--- config.mk ---
export PLATFORM = sky130hd
export DESIGN_NAME = resp_reply_stream_parser_flat
export DESIGN_NICKNAME = d
export VERILOG_FILES = /design/src/hw/rtl/rsp_pkg.sv /design/src/hw/rtl/rsp_if.sv /design/src/hw/rtl/rsp_outq.sv /design/src/hw/rtl/rsp_parse.sv /design/src/hw/rtl/resp_reply_stream_parser.sv /design/src/flat_wrapper.sv
export SDC_FILE = /design/constraint.sdc
export NUM_CORES = 1
export LEC_CHECK = 0
export CORE_MARGIN = 4
export CORE_UTILIZATION = 45
export CTS_BUF_LIST = sky130_fd_sc_hd__clkbuf_4 sky130_fd_sc_hd__clkbuf_8
export DETAILED_ROUTE_END_ITERATION = 10
export DONT_BUFFER_PORTS = 1
export GPL_TIMING_DRIVEN = 0
export PLACE_DENSITY_LB_ADDON = 0.25
export SLEW_MARGIN = 40
export SYNTH_ARGS = -nofsm -noshare
export SYNTH_HDL_FRONTEND = slang
export SYNTH_SLANG_ARGS = --single-unit
export TNS_END_PERCENT = 5
--- constraint.sdc ---
create_clock -name clk_i -period 19.05 [get_ports clk_i]
set_clock_uncertainty 0.1 [all_clocks]
set_input_delay 0.9525 -clock clk_i [delete_from_list [all_inputs] [get_ports clk_i]]
set_output_delay 0.9525 -clock clk_i [all_outputs]
set_load 0.01 [all_outputs]
--- src/hw/rtl/rsp_pkg.sv ---
// ----------------------------------------------------------------------------
// Reply parser package
// Shared constants, byte codes and the result record of the reply stream
// parser.
// ----------------------------------------------------------------------------
package rsp_pkg;

  localparam int unsigned RSP_LEN_BITS_DEF = 32;
  localparam int unsigned RSP_OQ_DEPTH     = 4;

  localparam logic [31:0] RSP_MAX_ARG_LEN_RST = 32'd65536;

  localparam logic [7:0] CH_ERR   = 8'h2d;
  localparam logic [7:0] CH_STAT  = 8'h2b;
  localparam logic [7:0] CH_INT   = 8'h3a;
  localparam logic [7:0] CH_BULK  = 8'h24;
  localparam logic [7:0] CH_ARRAY = 8'h2a;
  localparam logic [7:0] CH_MINUS = 8'h2d;
  localparam logic [7:0] CH_CR    = 8'h0d;
  localparam logic [7:0] CH_LF    = 8'h0a;
  localparam logic [7:0] CH_D0    = 8'h30;
  localparam logic [7:0] CH_D9    = 8'h39;

  localparam logic [1:0] KIND_ERR  = 2'd0;
  localparam logic [1:0] KIND_STAT = 2'd1;
  localparam logic [1:0] KIND_INT  = 2'd2;
  localparam logic [1:0] KIND_BULK = 2'd3;

  localparam logic [1:0] ERR_NONE    = 2'd0;
  localparam logic [1:0] ERR_TYPE    = 2'd1;
  localparam logic [1:0] ERR_DIGIT   = 2'd2;
  localparam logic [1:0] ERR_TOOLONG = 2'd3;

  localparam int unsigned RSP_TRAIL_LEN = 2;

  typedef struct packed {
    logic [7:0] data_byte;
    logic       has_byte;
    logic [1:0] item_kind;
    logic       arg_end;
    logic       null_arg;
    logic       reply_end;
    logic [1:0] error_code;
  } rsp_res_t;

endpackage

--- src/hw/rtl/rsp_if.sv ---
// ----------------------------------------------------------------------------
// Reply parser channels
// Valid/ready channels for received bytes and for parsed result items.
// ----------------------------------------------------------------------------
interface rsp_in_if;
  logic       valid;
  logic       ready;
  logic [7:0] rx_byte;

  modport source (output valid, output rx_byte, input ready);
  modport sink (input valid, input rx_byte, output ready);
endinterface

interface rsp_out_if;
  logic       valid;
  logic       ready;
  logic [7:0] data_byte;
  logic       has_byte;
  logic [1:0] item_kind;
  logic       arg_end;
  logic       null_arg;
  logic       reply_end;
  logic [1:0] error_code;

  modport source (
    output valid, output data_byte, output has_byte, output item_kind,
    output arg_end, output null_arg, output reply_end, output error_code,
    input ready
  );
  modport sink (
    input valid, input data_byte, input has_byte, input item_kind,
    input arg_end, input null_arg, input reply_end, input error_code,
    output ready
  );
endinterface

--- src/hw/rtl/rsp_outq.sv ---
// ----------------------------------------------------------------------------
// Result queue
// Small register queue that takes up to two result items per cycle from the
// parser and hands them out one per cycle while the receiver is ready.
// ----------------------------------------------------------------------------
module rsp_outq
  import rsp_pkg::*;
(
  input  logic             clk_i,
  input  logic             rst_ni,
  input  logic [1:0]       push_n_i,
  input  rsp_res_t         res0_i,
  input  rsp_res_t         res1_i,
  output logic             space_o,
  rsp_out_if.source        out_o
);

  localparam int unsigned PW = $clog2(RSP_OQ_DEPTH);
  localparam int unsigned CW = $clog2(RSP_OQ_DEPTH + 1);

  rsp_res_t        mem_q [RSP_OQ_DEPTH];
  logic [PW-1:0]   wr_q, wr_d, rd_q, rd_d;
  logic [CW-1:0]   cnt_q, cnt_d;
  logic            pop;
  rsp_res_t        head;

  assign pop     = out_o.valid && out_o.ready;
  assign space_o = (cnt_q <= CW'(RSP_OQ_DEPTH - 2));
  assign head    = mem_q[rd_q];

  assign out_o.valid      = (cnt_q != '0);
  assign out_o.data_byte  = head.data_byte;
  assign out_o.has_byte   = head.has_byte;
  assign out_o.item_kind  = head.item_kind;
  assign out_o.arg_end    = head.arg_end;
  assign out_o.null_arg   = head.null_arg;
  assign out_o.reply_end  = head.reply_end;
  assign out_o.error_code = head.error_code;

  always_comb begin
    wr_d  = wr_q + PW'(push_n_i);
    rd_d  = rd_q + PW'(pop);
    cnt_d = cnt_q + CW'(push_n_i) - CW'(pop);
  end

  always_ff @(posedge clk_i or negedge rst_ni) begin
    if (!rst_ni) begin
      wr_q  <= '0;
      rd_q  <= '0;
      cnt_q <= '0;
    end else begin
      wr_q  <= wr_d;
      rd_q  <= rd_d;
      cnt_q <= cnt_d;
    end
  end

  always_ff @(posedge clk_i) begin
    if (push_n_i != 2'd0) begin
      mem_q[wr_q] <= res0_i;
    end
    if (push_n_i == 2'd2) begin
      mem_q[wr_q + PW'(1)] <= res1_i;
    end
  end

  a_cnt_bound: assert property (@(posedge clk_i) disable iff (!rst_ni)
    cnt_q <= CW'(RSP_OQ_DEPTH))
    else $error("result queue count exceeds its depth");

  a_pair_room: assert property (@(posedge clk_i) disable iff (!rst_ni)
    push_n_i == 2'd2 |-> cnt_q <= CW'(RSP_OQ_DEPTH - 2))
    else $error("two results pushed without room for both");

  a_cnt_hold: assert property (@(posedge clk_i) disable iff (!rst_ni)
    (!pop && push_n_i == 2'd0) |=> cnt_q == $past(cnt_q))
    else $error("result queue count moved without push or pop");

endmodule

--- src/hw/rtl/rsp_parse.sv ---
// ----------------------------------------------------------------------------
// Reply parser core
// Per-byte state machine that decodes type bytes, length lines and content,
// and produces up to two result items for each accepted byte.
// ----------------------------------------------------------------------------
module rsp_parse
  import rsp_pkg::*;
#(
  parameter int unsigned LEN_BITS = RSP_LEN_BITS_DEF
) (
  input  logic        clk_i,
  input  logic        rst_ni,
  input  logic        cfg_we_i,
  input  logic [31:0] cfg_wdata_i,
  input  logic        space_i,
  rsp_in_if.sink      in_i,
  output logic [1:0]  push_n_o,
  output rsp_res_t    res0_o,
  output rsp_res_t    res1_o
);

  localparam int unsigned CMPW = (LEN_BITS > 32) ? LEN_BITS : 32;

  localparam logic [2:0] PH_TYPE   = 3'd0;
  localparam logic [2:0] PH_LINE   = 3'd1;
  localparam logic [2:0] PH_BLEN   = 3'd2;
  localparam logic [2:0] PH_BDATA  = 3'd3;
  localparam logic [2:0] PH_BTRAIL = 3'd4;
  localparam logic [2:0] PH_ALEN   = 3'd5;

  logic [2:0]          phase_q, phase_d;
  logic [LEN_BITS-1:0] elem_q, elem_d;
  logic [LEN_BITS-1:0] len_q, len_d;
  logic                neg_q, neg_d;
  logic                cr_q, cr_d;
  logic [1:0]          kind_q, kind_d;
  logic                in_arr_q, in_arr_d;
  logic [31:0]         max_q;

  logic                acc;
  logic [7:0]          b;
  logic                is_digit;
  logic [LEN_BITS+3:0] prod;
  logic                ovf;
  logic                too_long;
  logic                bulk_pos;
  logic                do_fin, fin_null, fin_one;
  logic                do_fail;
  logic [1:0]          fail_code;
  logic [LEN_BITS-1:0] fin_e, fin_e1;
  logic                fin_rend;
  logic [1:0]          n_res;
  rsp_res_t            res0, res1;

  function automatic rsp_res_t mk_byte(input logic [7:0] v, input logic [1:0] k);
    rsp_res_t r;
    r           = '0;
    r.data_byte = v;
    r.has_byte  = 1'b1;
    r.item_kind = k;
    return r;
  endfunction

  assign acc       = in_i.valid && in_i.ready;
  assign in_i.ready = space_i;
  assign b         = in_i.rx_byte;
  assign is_digit  = (b >= CH_D0) && (b <= CH_D9);
  assign prod      = ({4'b0000, len_q} << 3) + ({4'b0000, len_q} << 1)
                     + (LEN_BITS + 4)'(b[3:0]);
  assign ovf       = (prod[LEN_BITS+3:LEN_BITS] != 4'd0);
  assign too_long  = CMPW'(prod[LEN_BITS-1:0]) > CMPW'(max_q);
  assign bulk_pos  = (phase_q == PH_BLEN) && !neg_q;

  always_comb begin
    phase_d   = phase_q;
    elem_d    = elem_q;
    len_d     = len_q;
    neg_d     = neg_q;
    cr_d      = cr_q;
    kind_d    = kind_q;
    in_arr_d  = in_arr_q;
    res0      = '0;
    res1      = '0;
    n_res     = 2'd0;
    do_fin    = 1'b0;
    fin_null  = 1'b0;
    fin_one   = 1'b0;
    do_fail   = 1'b0;
    fail_code = ERR_NONE;

    unique case (phase_q)
      PH_LINE: begin
        if (cr_q) begin
          if (b == CH_LF) begin
            do_fin = 1'b1;
          end else begin
            res0  = mk_byte(CH_CR, kind_q);
            n_res = 2'd1;
            if (b != CH_CR) begin
              cr_d  = 1'b0;
              res1  = mk_byte(b, kind_q);
              n_res = 2'd2;
            end
          end
        end else if (b == CH_CR) begin
          cr_d = 1'b1;
        end else begin
          res0  = mk_byte(b, kind_q);
          n_res = 2'd1;
        end
      end
      PH_BLEN, PH_ALEN: begin
        if (cr_q) begin
          if (b == CH_LF) begin
            cr_d = 1'b0;
            if (phase_q == PH_BLEN) begin
              if (neg_q) begin
                do_fin   = 1'b1;
                fin_null = 1'b1;
              end else if (len_q == '0) begin
                phase_d = PH_BTRAIL;
                len_d   = LEN_BITS'(RSP_TRAIL_LEN);
              end else begin
                phase_d = PH_BDATA;
              end
            end else begin
              if (neg_q) begin
                kind_d   = KIND_BULK;
                do_fin   = 1'b1;
                fin_null = 1'b1;
                fin_one  = 1'b1;
              end else if (len_q == '0) begin
                res0.reply_end = 1'b1;
                n_res          = 2'd1;
                elem_d         = LEN_BITS'(1);
                in_arr_d       = 1'b0;
                phase_d        = PH_TYPE;
              end else begin
                elem_d   = len_q;
                in_arr_d = 1'b1;
                phase_d  = PH_TYPE;
              end
            end
          end else begin
            do_fail   = 1'b1;
            fail_code = ERR_DIGIT;
          end
        end else if (b == CH_CR) begin
          cr_d = 1'b1;
        end else if (b == CH_MINUS && len_q == '0 && !neg_q) begin
          neg_d = 1'b1;
        end else if (is_digit) begin
          if (ovf) begin
            if (bulk_pos) begin
              do_fail   = 1'b1;
              fail_code = ERR_TOOLONG;
            end else begin
              len_d = '1;
            end
          end else begin
            len_d = prod[LEN_BITS-1:0];
            if (bulk_pos && too_long) begin
              do_fail   = 1'b1;
              fail_code = ERR_TOOLONG;
            end
          end
        end else begin
          do_fail   = 1'b1;
          fail_code = ERR_DIGIT;
        end
      end
      PH_BDATA: begin
        res0  = mk_byte(b, kind_q);
        n_res = 2'd1;
        len_d = len_q - LEN_BITS'(1);
        if (len_d == '0) begin
          phase_d = PH_BTRAIL;
          len_d   = LEN_BITS'(RSP_TRAIL_LEN);
        end
      end
      PH_BTRAIL: begin
        len_d = len_q - LEN_BITS'(1);
        if (len_d == '0) begin
          do_fin = 1'b1;
        end
      end
      default: begin
        phase_d = PH_TYPE;
        cr_d    = 1'b0;
        case (b)
          CH_ERR: begin
            kind_d  = KIND_ERR;
            phase_d = PH_LINE;
          end
          CH_STAT: begin
            kind_d  = KIND_STAT;
            phase_d = PH_LINE;
          end
          CH_INT: begin
            kind_d  = KIND_INT;
            phase_d = PH_LINE;
          end
          CH_BULK: begin
            kind_d  = KIND_BULK;
            phase_d = PH_BLEN;
            len_d   = '0;
            neg_d   = 1'b0;
          end
          CH_ARRAY: begin
            if (in_arr_q) begin
              do_fail   = 1'b1;
              fail_code = ERR_TYPE;
            end else begin
              kind_d  = KIND_ERR;
              phase_d = PH_ALEN;
              len_d   = '0;
              neg_d   = 1'b0;
            end
          end
          default: begin
            do_fail   = 1'b1;
            fail_code = ERR_TYPE;
          end
        endcase
      end
    endcase

    fin_e    = fin_one ? LEN_BITS'(1) : elem_q;
    fin_e1   = ((fin_e == '0) ? LEN_BITS'(1) : fin_e) - LEN_BITS'(1);
    fin_rend = (fin_e1 == '0);

    if (do_fin) begin
      res0           = '0;
      res0.item_kind = kind_d;
      res0.arg_end   = 1'b1;
      res0.null_arg  = fin_null;
      res0.reply_end = fin_rend;
      n_res          = 2'd1;
      elem_d         = fin_rend ? LEN_BITS'(1) : fin_e1;
      if (fin_rend) begin
        in_arr_d = 1'b0;
      end
      phase_d = PH_TYPE;
      cr_d    = 1'b0;
    end

    if (do_fail) begin
      res0            = '0;
      res0.error_code = fail_code;
      res1            = '0;
      n_res           = 2'd1;
      phase_d         = PH_TYPE;
      elem_d          = LEN_BITS'(1);
      len_d           = '0;
      neg_d           = 1'b0;
      cr_d            = 1'b0;
      kind_d          = KIND_ERR;
      in_arr_d        = 1'b0;
    end
  end

  assign push_n_o = acc ? n_res : 2'd0;
  assign res0_o   = res0;
  assign res1_o   = res1;

  always_ff @(posedge clk_i or negedge rst_ni) begin
    if (!rst_ni) begin
      phase_q  <= PH_TYPE;
      elem_q   <= LEN_BITS'(1);
      len_q    <= '0;
      neg_q    <= 1'b0;
      cr_q     <= 1'b0;
      kind_q   <= KIND_ERR;
      in_arr_q <= 1'b0;
      max_q    <= RSP_MAX_ARG_LEN_RST;
    end else begin
      if (cfg_we_i) begin
        max_q <= cfg_wdata_i;
      end
      if (acc) begin
        phase_q  <= phase_d;
        elem_q   <= elem_d;
        len_q    <= len_d;
        neg_q    <= neg_d;
        cr_q     <= cr_d;
        kind_q   <= kind_d;
        in_arr_q <= in_arr_d;
      end
    end
  end

  a_fail_resets: assert property (@(posedge clk_i) disable iff (!rst_ni)
    acc && do_fail |=> phase_q == PH_TYPE && !in_arr_q && elem_q == LEN_BITS'(1))
    else $error("parser state not cleared after an error");

  a_pair_src: assert property (@(posedge clk_i) disable iff (!rst_ni)
    acc && n_res == 2'd2 |-> phase_q == PH_LINE && cr_q)
    else $error("two results outside a held carriage return in a line");

  a_arr_count: assert property (@(posedge clk_i) disable iff (!rst_ni)
    in_arr_q |-> elem_q != '0)
    else $error("array open with no elements left");

endmodule

--- src/hw/rtl/resp_reply_stream_parser.sv ---
// ----------------------------------------------------------------------------
// Reply stream parser
// Parses a reply byte stream, one byte per item, into argument bytes and
// argument and reply end markers, with error reporting.
// ----------------------------------------------------------------------------
// Result items are registered in the result queue before they reach the
// output. Throughput: one byte per cycle while the queue has room for two
// items; a byte that yields two items is absorbed by the four-entry queue.
// Reset: asynchronous; parser returns to the type byte state and the length
// limit returns to 65536. Results queued at reset are dropped.
module resp_reply_stream_parser
  import rsp_pkg::*;
#(
  parameter int unsigned LEN_BITS = RSP_LEN_BITS_DEF
) (
  input  logic        clk_i,
  input  logic        rst_ni,
  input  logic        cfg_we_i,
  input  logic [31:0] cfg_wdata_i,
  rsp_in_if.sink      in_i,
  rsp_out_if.source   out_o
);

  logic       space;
  logic [1:0] push_n;
  rsp_res_t   res0;
  rsp_res_t   res1;

  rsp_parse #(
    .LEN_BITS (LEN_BITS)
  ) u_parse (
    .clk_i       (clk_i),
    .rst_ni      (rst_ni),
    .cfg_we_i    (cfg_we_i),
    .cfg_wdata_i (cfg_wdata_i),
    .space_i     (space),
    .in_i        (in_i),
    .push_n_o    (push_n),
    .res0_o      (res0),
    .res1_o      (res1)
  );

  rsp_outq u_outq (
    .clk_i    (clk_i),
    .rst_ni   (rst_ni),
    .push_n_i (push_n),
    .res0_i   (res0),
    .res1_i   (res1),
    .space_o  (space),
    .out_o    (out_o)
  );

endmodule
--- src/flat_wrapper.sv ---
// flat-port wrapper written by rule: the top's interface ports become plain ports
module resp_reply_stream_parser_flat import rsp_pkg::*;
#(
  parameter int unsigned LEN_BITS = RSP_LEN_BITS_DEF
)
  (clk_i, rst_ni, cfg_we_i, cfg_wdata_i, in_i_valid, in_i_rx_byte, in_i_ready, out_o_valid, out_o_data_byte, out_o_has_byte, out_o_item_kind, out_o_arg_end, out_o_null_arg, out_o_reply_end, out_o_error_code, out_o_ready);
  rsp_in_if in_i_i ();
  rsp_out_if out_o_i ();
  input  logic clk_i;
  input  logic rst_ni;
  input  logic cfg_we_i;
  input  logic [31:0] cfg_wdata_i;
  input wire logic [$bits(in_i_i.valid)-1:0] in_i_valid;
  input wire logic [$bits(in_i_i.rx_byte)-1:0] in_i_rx_byte;
  output wire logic [$bits(in_i_i.ready)-1:0] in_i_ready;
  output wire logic [$bits(out_o_i.valid)-1:0] out_o_valid;
  output wire logic [$bits(out_o_i.data_byte)-1:0] out_o_data_byte;
  output wire logic [$bits(out_o_i.has_byte)-1:0] out_o_has_byte;
  output wire logic [$bits(out_o_i.item_kind)-1:0] out_o_item_kind;
  output wire logic [$bits(out_o_i.arg_end)-1:0] out_o_arg_end;
  output wire logic [$bits(out_o_i.null_arg)-1:0] out_o_null_arg;
  output wire logic [$bits(out_o_i.reply_end)-1:0] out_o_reply_end;
  output wire logic [$bits(out_o_i.error_code)-1:0] out_o_error_code;
  input wire logic [$bits(out_o_i.ready)-1:0] out_o_ready;
  assign in_i_i.valid = in_i_valid;
  assign in_i_i.rx_byte = in_i_rx_byte;
  assign in_i_ready = in_i_i.ready;
  assign out_o_valid = out_o_i.valid;
  assign out_o_data_byte = out_o_i.data_byte;
  assign out_o_has_byte = out_o_i.has_byte;
  assign out_o_item_kind = out_o_i.item_kind;
  assign out_o_arg_end = out_o_i.arg_end;
  assign out_o_null_arg = out_o_i.null_arg;
  assign out_o_reply_end = out_o_i.reply_end;
  assign out_o_error_code = out_o_i.error_code;
  assign out_o_i.ready = out_o_ready;
  resp_reply_stream_parser #(.LEN_BITS(LEN_BITS)) u_core (.clk_i(clk_i), .rst_ni(rst_ni), .cfg_we_i(cfg_we_i), .cfg_wdata_i(cfg_wdata_i), .in_i(in_i_i), .out_o(out_o_i));
endmodule
## Word-level counts from Yosys, hierarchy flattened

Memories as Yosys holds them, arrays and structs flattened.
Cells that the tools add are included.

- Memory bits (writable): 64
- Logic and storage cells: 232
- Register bits: 111
- Memories: 1
- Bits of input ports: 45
- Output and inout bits: 18

- Eq/ne operators: 37
- Magnitude comparators: 4
- Reduce and logical (&&, ||, !) cells: 31
- Add/subtract/negate cells: 9
- Multiplexer cells: 139

Memories:

| name | words | width | rd ports | clocked after memory_dff | wr ports | line | source |
|---|---|---|---|---|---|---|---|
| u_core.u_outq.mem_q | 4 | 16 | 1 | 0 | 2 | rsp_outq.sv:21 | `rsp_res_t mem_q [RSP_OQ_DEPTH];` |

Operator list:

| cell | count |
|---|---|
| 32-bit 2-to-1 mux | 24 |
| 16-bit 2-to-1 mux | 9 |
| 32-bit zero test | 4 |
| 32-bit one-hot mux with 4 select lines | 1 |
| 32-bit one-hot mux with 2 select lines | 1 |
| 32-bit by 1-bit subtractor with 32-bit output, second input constant | 2 |
| 1-bit 2-to-1 mux | 57 |
| 4-bit inequality test, second input constant | 11 |
| 2-bit 2-to-1 mux | 21 |
| 8-bit by 6-bit == test with 1-bit output, second input constant | 5 |
| 35-bit by 33-bit adder with 36-bit output | 1 |
| 36-bit by 4-bit adder with 36-bit output | 1 |
| 32-bit greater-than comparator | 1 |
| 3-bit 2-to-1 mux | 10 |
| 13-bit one-hot mux with 2 select lines | 1 |
| 3-bit one-hot mux with 3 select lines | 2 |
| 8-bit by 4-bit == test with 1-bit output, second input constant | 2 |
| 12-bit 2-to-1 mux | 1 |
| 3-bit inequality test, second input constant | 4 |
| 1-bit one-hot mux with 2 select lines | 6 |
| 12-bit AND reduction | 1 |
| 6-bit AND reduction | 2 |
| 3-bit nonzero test | 4 |
| 2-bit one-hot mux with 5 select lines | 1 |
| other kinds (32) | 48 |

## Depth between registers and ports, before layout

Gate-level depths: netlist of run 1.

- Depth after elaboration: 16
- Mapped depth: 30
- Gate-level depth less buffers: 27

## Modules after synthesis

A second synthesis of run 1 with hierarchy kept.

- Cell total of the unflattened synthesis: 1542
- Area, all modules: 14020.9 sq um

Modules (own cells, without submodules):

| module | area an instance (sq um) | seq. area each (sq um) | times used | cells each |
|---|---|---|---|---|
| rsp_parse | 10420.0 | 2605.0 | 1 | 1346 |
| rsp_outq | 3601.0 | 2097.0 | 1 | 196 |

## Worst setup path after synthesis of run 1

No wires, ideal clock.

- Path kind: in2reg
- Start: input in_i_rx_byte[3]
- End: register u_core.u_outq.cnt_q[2]
- Cell stages on the path: 30
- Library setup time: 0.125 ns
- Path slack: 12.084 ns
- Required time: 18.825 ns
- Arrival time: 6.741 ns
- Path buffers: 3
- Cells stage by stage: clkbuf_1 -> inv_1 -> fa_1 -> inv_1 -> ha_1 -> a21oi_1 -> o211ai_1 -> a32oi_1 -> nand2_1 -> a21boi_0 -> o21ai_0 -> xor2_1 -> ha_1 -> and3_1 -> o311a_1 -> a211oi_1 -> o31ai_1 -> o21ai_0 -> o211ai_1 -> or4b_1 -> a21o_1 -> buf_6 -> buf_6 -> nor2_1 -> nor2_1 -> ha_1 -> inv_1 -> fa_1 -> xor2_1 -> xnor2_1

- Cells in the longest elaborated chain, start to end: 14

RTL lines:

| what | line | source |
|---|---|---|
| from (decl) | flat_wrapper.sv:14 | `input wire logic [$bits(in_i_i.rx_byte)-1:0] in_i_rx_byte;` |
| 36-bit by 4-bit adder with 36-bit output | rsp_parse.sv:69 | `+ (LEN_BITS + 4)'(b[3:0]);` |
| 32-bit greater-than comparator | rsp_parse.sv:71 | `assign too_long = CMPW'(prod[LEN_BITS-1:0]) > CMPW'(max_q);` |
| 1-bit logical AND | rsp_parse.sv:162 | `if (bulk_pos && too_long) begin` |
| 1-bit 2-to-1 mux | rsp_parse.sv:162 |  |
| 1-bit 2-to-1 mux | rsp_parse.sv:153 | `if (ovf) begin` |
| 1-bit 2-to-1 mux | rsp_parse.sv:152 | `end else if (is_digit) begin` |
| 1-bit 2-to-1 mux | rsp_parse.sv:150 | `end else if (b == CH_MINUS && len_q == '0 && !neg_q) begin` |
| 1-bit 2-to-1 mux | rsp_parse.sv:148 | `end else if (b == CH_CR) begin` |
| 1-bit 2-to-1 mux | rsp_parse.sv:113 | `if (cr_q) begin` |
| 1-bit one-hot mux with 2 select lines | rsp_parse.sv:91 | `unique case (phase_q)` |
| 2-bit 2-to-1 mux (*) | rsp_parse.sv:247 | `if (do_fail) begin` |
| 2-bit 2-to-1 mux (*) | rsp_parse.sv:262 | `assign push_n_o = acc ? n_res : 2'd0;` |
| 3-bit by 2-bit adder with 3-bit output (*) | rsp_outq.sv:43 | `cnt_d = cnt_q + CW'(push_n_i) - CW'(pop);` |
| 3-bit by 1-bit subtractor with 3-bit output (*) | rsp_outq.sv:43 |  |
| net u_core.u_outq.cnt_d[2] | rsp_outq.sv:23 | `logic [CW-1:0] cnt_q, cnt_d;` |
| to (signal assigned) | rsp_outq.sv:54 | `cnt_q <= cnt_d;` |
| to (decl) | rsp_outq.sv:23 |  |

The timed path passes the listed nets; every way through them passes the cells marked *.
A chain may end at the register's enable or synchronous reset.

==> results of run 1 <==
==> layout by cell type (no fill, tap or decap), types with 8 or more instances in the layout <==
| cell | n |
|---|---|
| a211oi_1 | 9 |
| a21boi_0 | 10 |
| a21boi_1 | 9 |
| a21o_1 | 22 |
| a21oi_1 | 131 |
| a221o_1 | 10 |
| a31oi_1 | 19 |
| and2_1 | 11 |
| and3_1 | 9 |
| and4_1 | 8 |
| buf_2 | 18 |
| clkbuf_1 | 75 |
| clkbuf_8 | 17 |
| dfrtp_1 | 109 |
| dfxtp_1 | 20 |
| edfxtp_1 | 44 |
| ha_1 | 104 |
| inv_1 | 71 |
| mux2i_1 | 30 |
| mux4_2 | 16 |
| nand2_1 | 168 |
| nand2b_1 | 8 |
| nand3_1 | 42 |
| nand4_1 | 28 |
| nor2_1 | 114 |
| nor2b_1 | 12 |
| nor3_1 | 45 |
| nor4_1 | 22 |
| o211ai_1 | 12 |
| o21a_1 | 36 |
| o21ai_0 | 151 |
| o22ai_1 | 18 |
| o2bb2ai_1 | 13 |
| o31a_1 | 9 |
| o31ai_1 | 12 |
| or3_1 | 18 |
| or4_1 | 13 |
| xnor2_1 | 27 |
| xor2_1 | 23 |
==> logic make-up after synthesis <==
| group | count (synthesis) | synth area share |
|---|---|---|
| and+or+nand+nor | 560 | 0.203 |
| AOI/OAI and AO/OA | 564 | 0.261 |
| muxes | 49 | 0.0480 |
| buffers and inverters | 179 | 0.0517 |
| adders and majority gates | 107 | 0.0941 |
| xor gates and xnor gates | 50 | 0.0303 |
| DFF | 175 | 0.311 |
==> worst min path at each step <==
| stage | slack, ps | startpoint | cells after the start | end |
|---|---|---|---|---|
| CTS | 3 | rst_ni | 0 | u_core.u_parse.elem_q[6]$_DFFE_PN0P_ |
| global placement | 340 | u_core.u_outq.mem_q[1][3]$_SDFFE_PP0N_ | 2 | u_core.u_outq.mem_q[1][3]$_SDFFE_PP0N_ |
| global route | 5 | rst_ni | 0 | u_core.u_parse.elem_q[27]$_DFFE_PN0P_ |
| detailed placement | 350 | u_core.u_outq.mem_q[2][4]$_SDFFE_PP0N_ | 2 | u_core.u_outq.mem_q[2][4]$_SDFFE_PP0N_ |
| finish | 40 | rst_ni | 0 | u_core.u_parse.elem_q[27]$_DFFE_PN0P_ |
| floorplan | 340 | u_core.u_outq.mem_q[2][0]$_SDFFE_PP0N_ | 2 | u_core.u_outq.mem_q[2][0]$_SDFFE_PP0N_ |
==> registers in the layout, indices dropped and copies added (netlist names) <==
register                 cells
u_core.u_outq.mem_q         64
u_core.u_parse.elem_q       32
u_core.u_parse.len_q        32
u_core.u_parse.max_q        32
u_core.u_outq.cnt_q          3
u_core.u_parse.phase_q       3
u_core.u_outq.rd_q           2
u_core.u_outq.wr_q           2
u_core.u_parse.kind_q        2
u_core.u_parse.cr_q          1
u_core.u_parse.in_arr_q      1
u_core.u_parse.neg_q         1
==> cell type report <==
type                       count  share of cell area
clock inverter                15              0.0120
sequential                   175               0.292
clock buffer                  17              0.0152
tap                          402              0.0326
buffer                       106              0.0307
inverter                      73              0.0178
timing repair buffer           2            0.000649
multi-input combinational   1330               0.599
==> where the power goes <==
group / leakage (nW) / total [mW] / internal, mW / switching, mW
combinational: 4.39 / 0.227 / 0.0782 / 0.148
clock: 0.214 / 0.282 / 0.113 / 0.169
sequential: 2.05 / 0.430 / 0.416 / 0.0137
==> critical path, stage by stage <==
cell and delay, ps:
clkbuf_1 380, inv_1 130, fa_1 560, inv_1 70, ha_1 290, a21oi_1 210, o211ai_1 330, a32oi_1 510
nand2_1 230, a21boi_0 400, o21ai_0 220, a211oi_1 600, ha_1 350, and4_1 220, o311a_1 120, a211oi_1 250
o31ai_1 190, o21ai_0 590, o211ai_1 270, or4b_1 640, a21o_1 220, buf_6 140, buf_6 150, o21ai_4 340
nand2_1 480
==> per-stage QoR <==
step / std cells / power [mW] / instance area [um2] / hold WS [ps] / utilization
2_1_floorplan: 1684 / 0.599 / 14500 / 335 / -
3_3_place_gp: 2086 / 0.655 / 15000 / 343 / 0.473
3_5_place_dp: 2088 / 0.662 / 15000 / 352 / 0.474
4_1_cts: 2120 / 0.942 / 15400 / 3.44 / 0.487
5_1_grt: 2120 / 0.985 / 15400 / 4.89 / 0.488
6_report: 2120 / 0.938 / 15400 / 36.3 / 0.488
==> routing by layer <==
layer	global-route usage	routed length (um)	vias up
li1	-	-	6416
met5	0	54	-
met2	0.435	22400	629
met3	0.0467	3440	94
met1	0.387	22100	6776
met4	0.0964	1530	2
==> out/qor.csv, run 1 <==
metric,value,unit
gr usage total,0.277,
"Req. time, crit path",19050,ps
final hold violation count,0,
Antenna Violating Nets Remaining,0,
# fillers,3067,
Setup TNS,0,ps
CTS tree,built,
Gate Count Post-Synth,1684,
row cnt,65,
Pleak,6.66,nW
via count,13900,
number of H-tree levels,4,
total CTS buffers,17,
status,"complete, no violations",
initial core utilization,0.457,
crit-path max FO,11,
largest net degree at the start of global routing,112,
global-route wire length before repair,77700,um
grt ovf,0,
postcts setup bufs,0,
Pre-antenna DRT Iters,6,
share of cells above drive strength 1,0.0774,
R2R Path End,u_core.u_outq.mem_q[1][10]$_DFFE_PP_,
worst r2r path cells,24,
nets@finish,1857,
post-cts resize count,0,
P per Cell Area,60.8,nW/um2
Async SR Flop Fraction,0.634,
worst path arrival time,8860,ps
worst-margin pin slew,802,ps
pre-CTS WS,9860,ps
Netlist cell types,107,
HPWL after detailed placement,37900,um
CTS Hold Bufs,0,
area grow syn2layout,6.67,%
Commonest cells post-synth,"168 x nand2_1, 151 x o21ai_0, 131 x a21oi_1, 114 x nor2_1, 109 x dfrtp_1",
Setup crit start kind,input port,
PortBufs,0,
Top Ports,63,
Synth Register Bits,175,
fmax,113,MHz
core outline area,31600,um2
Wirelength per Cell,23.3,um
Hold Path Class,input port to async pin,
die height,187,um
cell taking the most area after synthesis,dfrtp_1,
Synth area leaders,"dfrtp_1 19%, edfxtp_1 9.1%, ha_1 9.0%",
initial antenna violation count,1,
Crit Reg-Reg Startpoint,u_core.u_parse.len_q[0]$_DFFE_PN0P_,
DRC Markers,0,
Yosys warning count,0,
Iter 0 DRT Violations,1577,
maxcap violations,0,
"EDFF count, synth",44,
max-slew violations,0,
clk buf depth,2,
latest clock arrival within the worst-skew pair,510,ps
vias per inst,6.56,
setup ws final,10190,ps
VDD IR max,52.7,uV
clk slew on worst S/H paths,110,ps
Post-Syn Area per Cell,8.59,um2
final setup fails,0,
Die Wd,187,um
Routed WL,49500,um
Critical path origin,in_i_rx_byte[3],
kind of critical path,input port to flip-flop,
ANT cells,0,
register area share after synthesis,0.311,
RSZ-0062 raised after global routing,false,
routability cong.,0.981,
top_reg_cell synth,dfrtp_1,
Die Area,35100,um2
CP Capture Type,flip-flop,
area used by multi-input combinational logic,9240,um2
CTS Root Cell,clkbuf_8,
"Period Utilization, post-route",0.465,
register area,4500,um2
Max-slew headroom,0.460,
most frequent cell after synthesis,nand2_1,
Tmin final,8860,ps
Clock Sinks,175,
number of global-route vias before repair,13500,
syn_nets,1836,
CP Capture Point,u_core.u_outq.mem_q[1][10]$_DFFE_PP_,
mapped cell area,14500,um2
post-synth top area share,0.189,
R2R setup slack,10410,ps
(Power assumes the default switching activity.)
==> inputs of run 2 (changes only) <==
==> constraint.sdc (replaced) <==
create_clock -name clk_i -period 8.1 [get_ports clk_i]
set_clock_uncertainty 0.1 [all_clocks]
set_input_delay 0.405 -clock clk_i [delete_from_list [all_inputs] [get_ports clk_i]]
set_output_delay 0.405 -clock clk_i [all_outputs]
set_load 0.01 [all_outputs]
==> run 2 against run 1 <==
Cell area rose by 2.8%. Clock power rose by 130%. Via count rose by 1.4%. Non-clock buffer count rose by 38. Utilization rose by 1.4 points. Cell count rose by 1.8%.
==> out/qor.csv, run 2 (synthesized netlist as in run 1, its figures left out) <==
metric,value,unit,change
max-slew violations,0,,unchanged
CP max-delay cell,or4b_1,,
ANT cells,0,,unchanged
global-route wire length before repair,78600,um,+1.1%
number of H-tree levels,4,,unchanged
latest clock arrival within the worst-skew pair,500,ps,about the same
fin cells,2158,,+1.8%
CP Capture Type,flip-flop,,
fmax,128,MHz,
CTS Root Cell,clkbuf_8,,
Antenna Violating Nets Remaining,0,,unchanged
Cells after DPL,2088,,unchanged
area grow syn2layout,9.67,%,
Crit Reg-Reg Startpoint,u_core.u_parse.len_q[0]$_DFFE_PN0P_,,
routability cong.,0.981,,unchanged
Largest register FFs,64,,unchanged
Clock Sinks,175,,unchanged
CTS tree,built,,
worst path arrival time,8130,ps,-730 ps
DRC Markers,0,,unchanged
worst-margin pin slew,863,ps,+61.2 ps
"Period Utilization, post-route",0.965,,
row cnt,65,,unchanged
initial antenna violation count,1,,unchanged
kind of critical path,flip-flop to flip-flop,,
Wirelength per Cell,23.2,um,-0.78%
RSZ-0062 raised after global routing,false,,
final setup fails,0,,unchanged
grt ovf,0,,unchanged
clk buf depth,2,,unchanged
VDD IR max,126,uV,+140%
Max-slew headroom,0.419,,-0.0404
number of global-route vias before repair,13600,,+1.3%
die height,187,um,unchanged
Setup crit start kind,flip-flop,,
maxcap violations,0,,unchanged
Die Area,35100,um2,unchanged
hold wc startpoint,in_i_rx_byte[6],,
Critical path origin,u_core.u_parse.len_q[0]$_DFFE_PN0P_,,
Largest Register,u_core.u_outq.mem_q,,
register area,4500,um2,unchanged
final hold violation count,0,,unchanged
PortBufs,0,,unchanged
vias per inst,6.54,,-0.35%
Iter 0 DRT Violations,1539,,-2.4%
share of cells above drive strength 1,0.0837,,+0.00630
Hold Path Class,input port to flip-flop,,
Tmin final,7820,ps,
HPWL after detailed placement,37900,um,unchanged
clk slew on worst S/H paths,110,ps,about the same
gr usage total,0.280,,+0.00298
area used by multi-input combinational logic,9290,um2,+0.47%
Top Ports,63,,unchanged
largest net degree at the start of global routing,112,,unchanged
"Req. time, crit path",8410,ps,-10640 ps
core outline area,31600,um2,unchanged
status,"complete, no violations",,
initial core utilization,0.457,,unchanged
Die Wd,187,um,unchanged
Routed WL,50000,um,+1.0%
crit-path max FO,10,,-1
nets@finish,1895,,+2.0%
via count,14100,,+1.4%
most frequent cells in the layout,"165 x nand2_1, 150 x o21ai_0, 130 x a21oi_1",,
P per Cell Area,141,nW/um2,+130%
CP peak stage delay,630,ps,about the same
total CTS buffers,17,,unchanged
utilization after layout,0.501,,+0.0137
"commonest non-fill, non-tap cell in the layout",nand2_1,,
Pre-antenna DRT Iters,5,,-1
# fillers,2992,,-2.4%
Pleak,6.86,nW,+3.0%
run 2: cell count changes in the layout (fill, tap and decap cells not counted), sizes merged:
cell | previous run | this run
buf | 33 | 37
dlygate4sd3 | 0 | 34
run 2: metrics by stage:
| step | setup WS, ps | area, um2 | TNS, ps | hold WS [ps] | power [mW] |
|---|---|---|---|---|---|
| 2_1_floorplan | 1680 | 14500 | 0 | 9.41 | 1.41 |
| 3_3_place_gp | -430 | 15000 | -19170 | 18.9 | 1.54 |
| 3_5_place_dp | -544 | 15000 | -25510 | 19.3 | 1.56 |
| 4_1_cts | 32.9 | 15800 | 0 | 9.17 | 2.24 |
| 5_1_grt | 5.52 | 15900 | 0 | 13.8 | 2.34 |
| 6_report | 283 | 15900 | 0 | 38.0 | 2.23 |
run 2: routing by layer:
layer / vias up / part of all wire / GRT usage
li1: 6506 / - / -
met1: 6899 / 0.45 / 0.390
met2: 604 / 0.45 / 0.443
met3: 106 / 0.066 / 0.0459
met4: 2 / 0.031 / 0.0953
met5: - / 0.0011 / 0
run 2: timing repair:
| action | in CTS | in global routing |
|---|---|---|
| pin swaps | 0 | 1 |
| hold buffers | 34 | 1 |
| setup buffers | 0 | 3 |
| endpoints found under the hold margin | 143 | 1 |
| setup endpoints to repair | 59 | 86 |
| gates resized for setup | 6 | 6 |
run 2: path summary, 6_finish.rpt:
kind,to,slack [ps],cells past startpoint
worst max-delay path,u_core.u_outq.cnt_q[2]$_DFF_PN0_,280,29
max in group asynchronous,u_core.u_outq.cnt_q[1]$_DFF_PN0_,6920,2
worst min-delay path,u_core.u_outq.mem_q[2][14]$_DFFE_PP_,40,1
worst max register to register,u_core.u_outq.cnt_q[2]$_DFF_PN0_,280,29
worst min register to register,u_core.u_outq.mem_q[0][3]$_SDFFE_PP0P_,370,2
min in group asynchronous,u_core.u_parse.elem_q[27]$_DFFE_PN0P_,370,2
run 2: critical path: cells and delay by family, from the launching register on:
family,cells,cell delay (ps)
AO/OA/AOI/OAI,11,2940
adder cells (fa/ha/maj),5,1560
AND/OR/NAND/NOR,5,1290
XOR/XNOR,3,660
buffers and inverters,5,660
flip-flops,1,500
run 2: where the power goes:
part	total, mW	internal [mW]	leakage, nW	switching [mW]
clock network	0.662	0.266	0.214	0.396
registers	1.01	0.978	2.05	0.0323
logic	0.559	0.196	4.59	0.362
run 2: final cells by class:
| class | count | area share |
|---|---|---|
| Buffer | 106 | 0.0299 |
| Clock buffer | 17 | 0.0148 |
| Clock inverter | 15 | 0.0117 |
| Inverter | 73 | 0.0173 |
| Multi-Input combinational cell | 1330 | 0.586 |
| Sequential cell | 175 | 0.284 |
| Tap cell | 402 | 0.0317 |
| Timing Repair Buffer | 40 | 0.0252 |
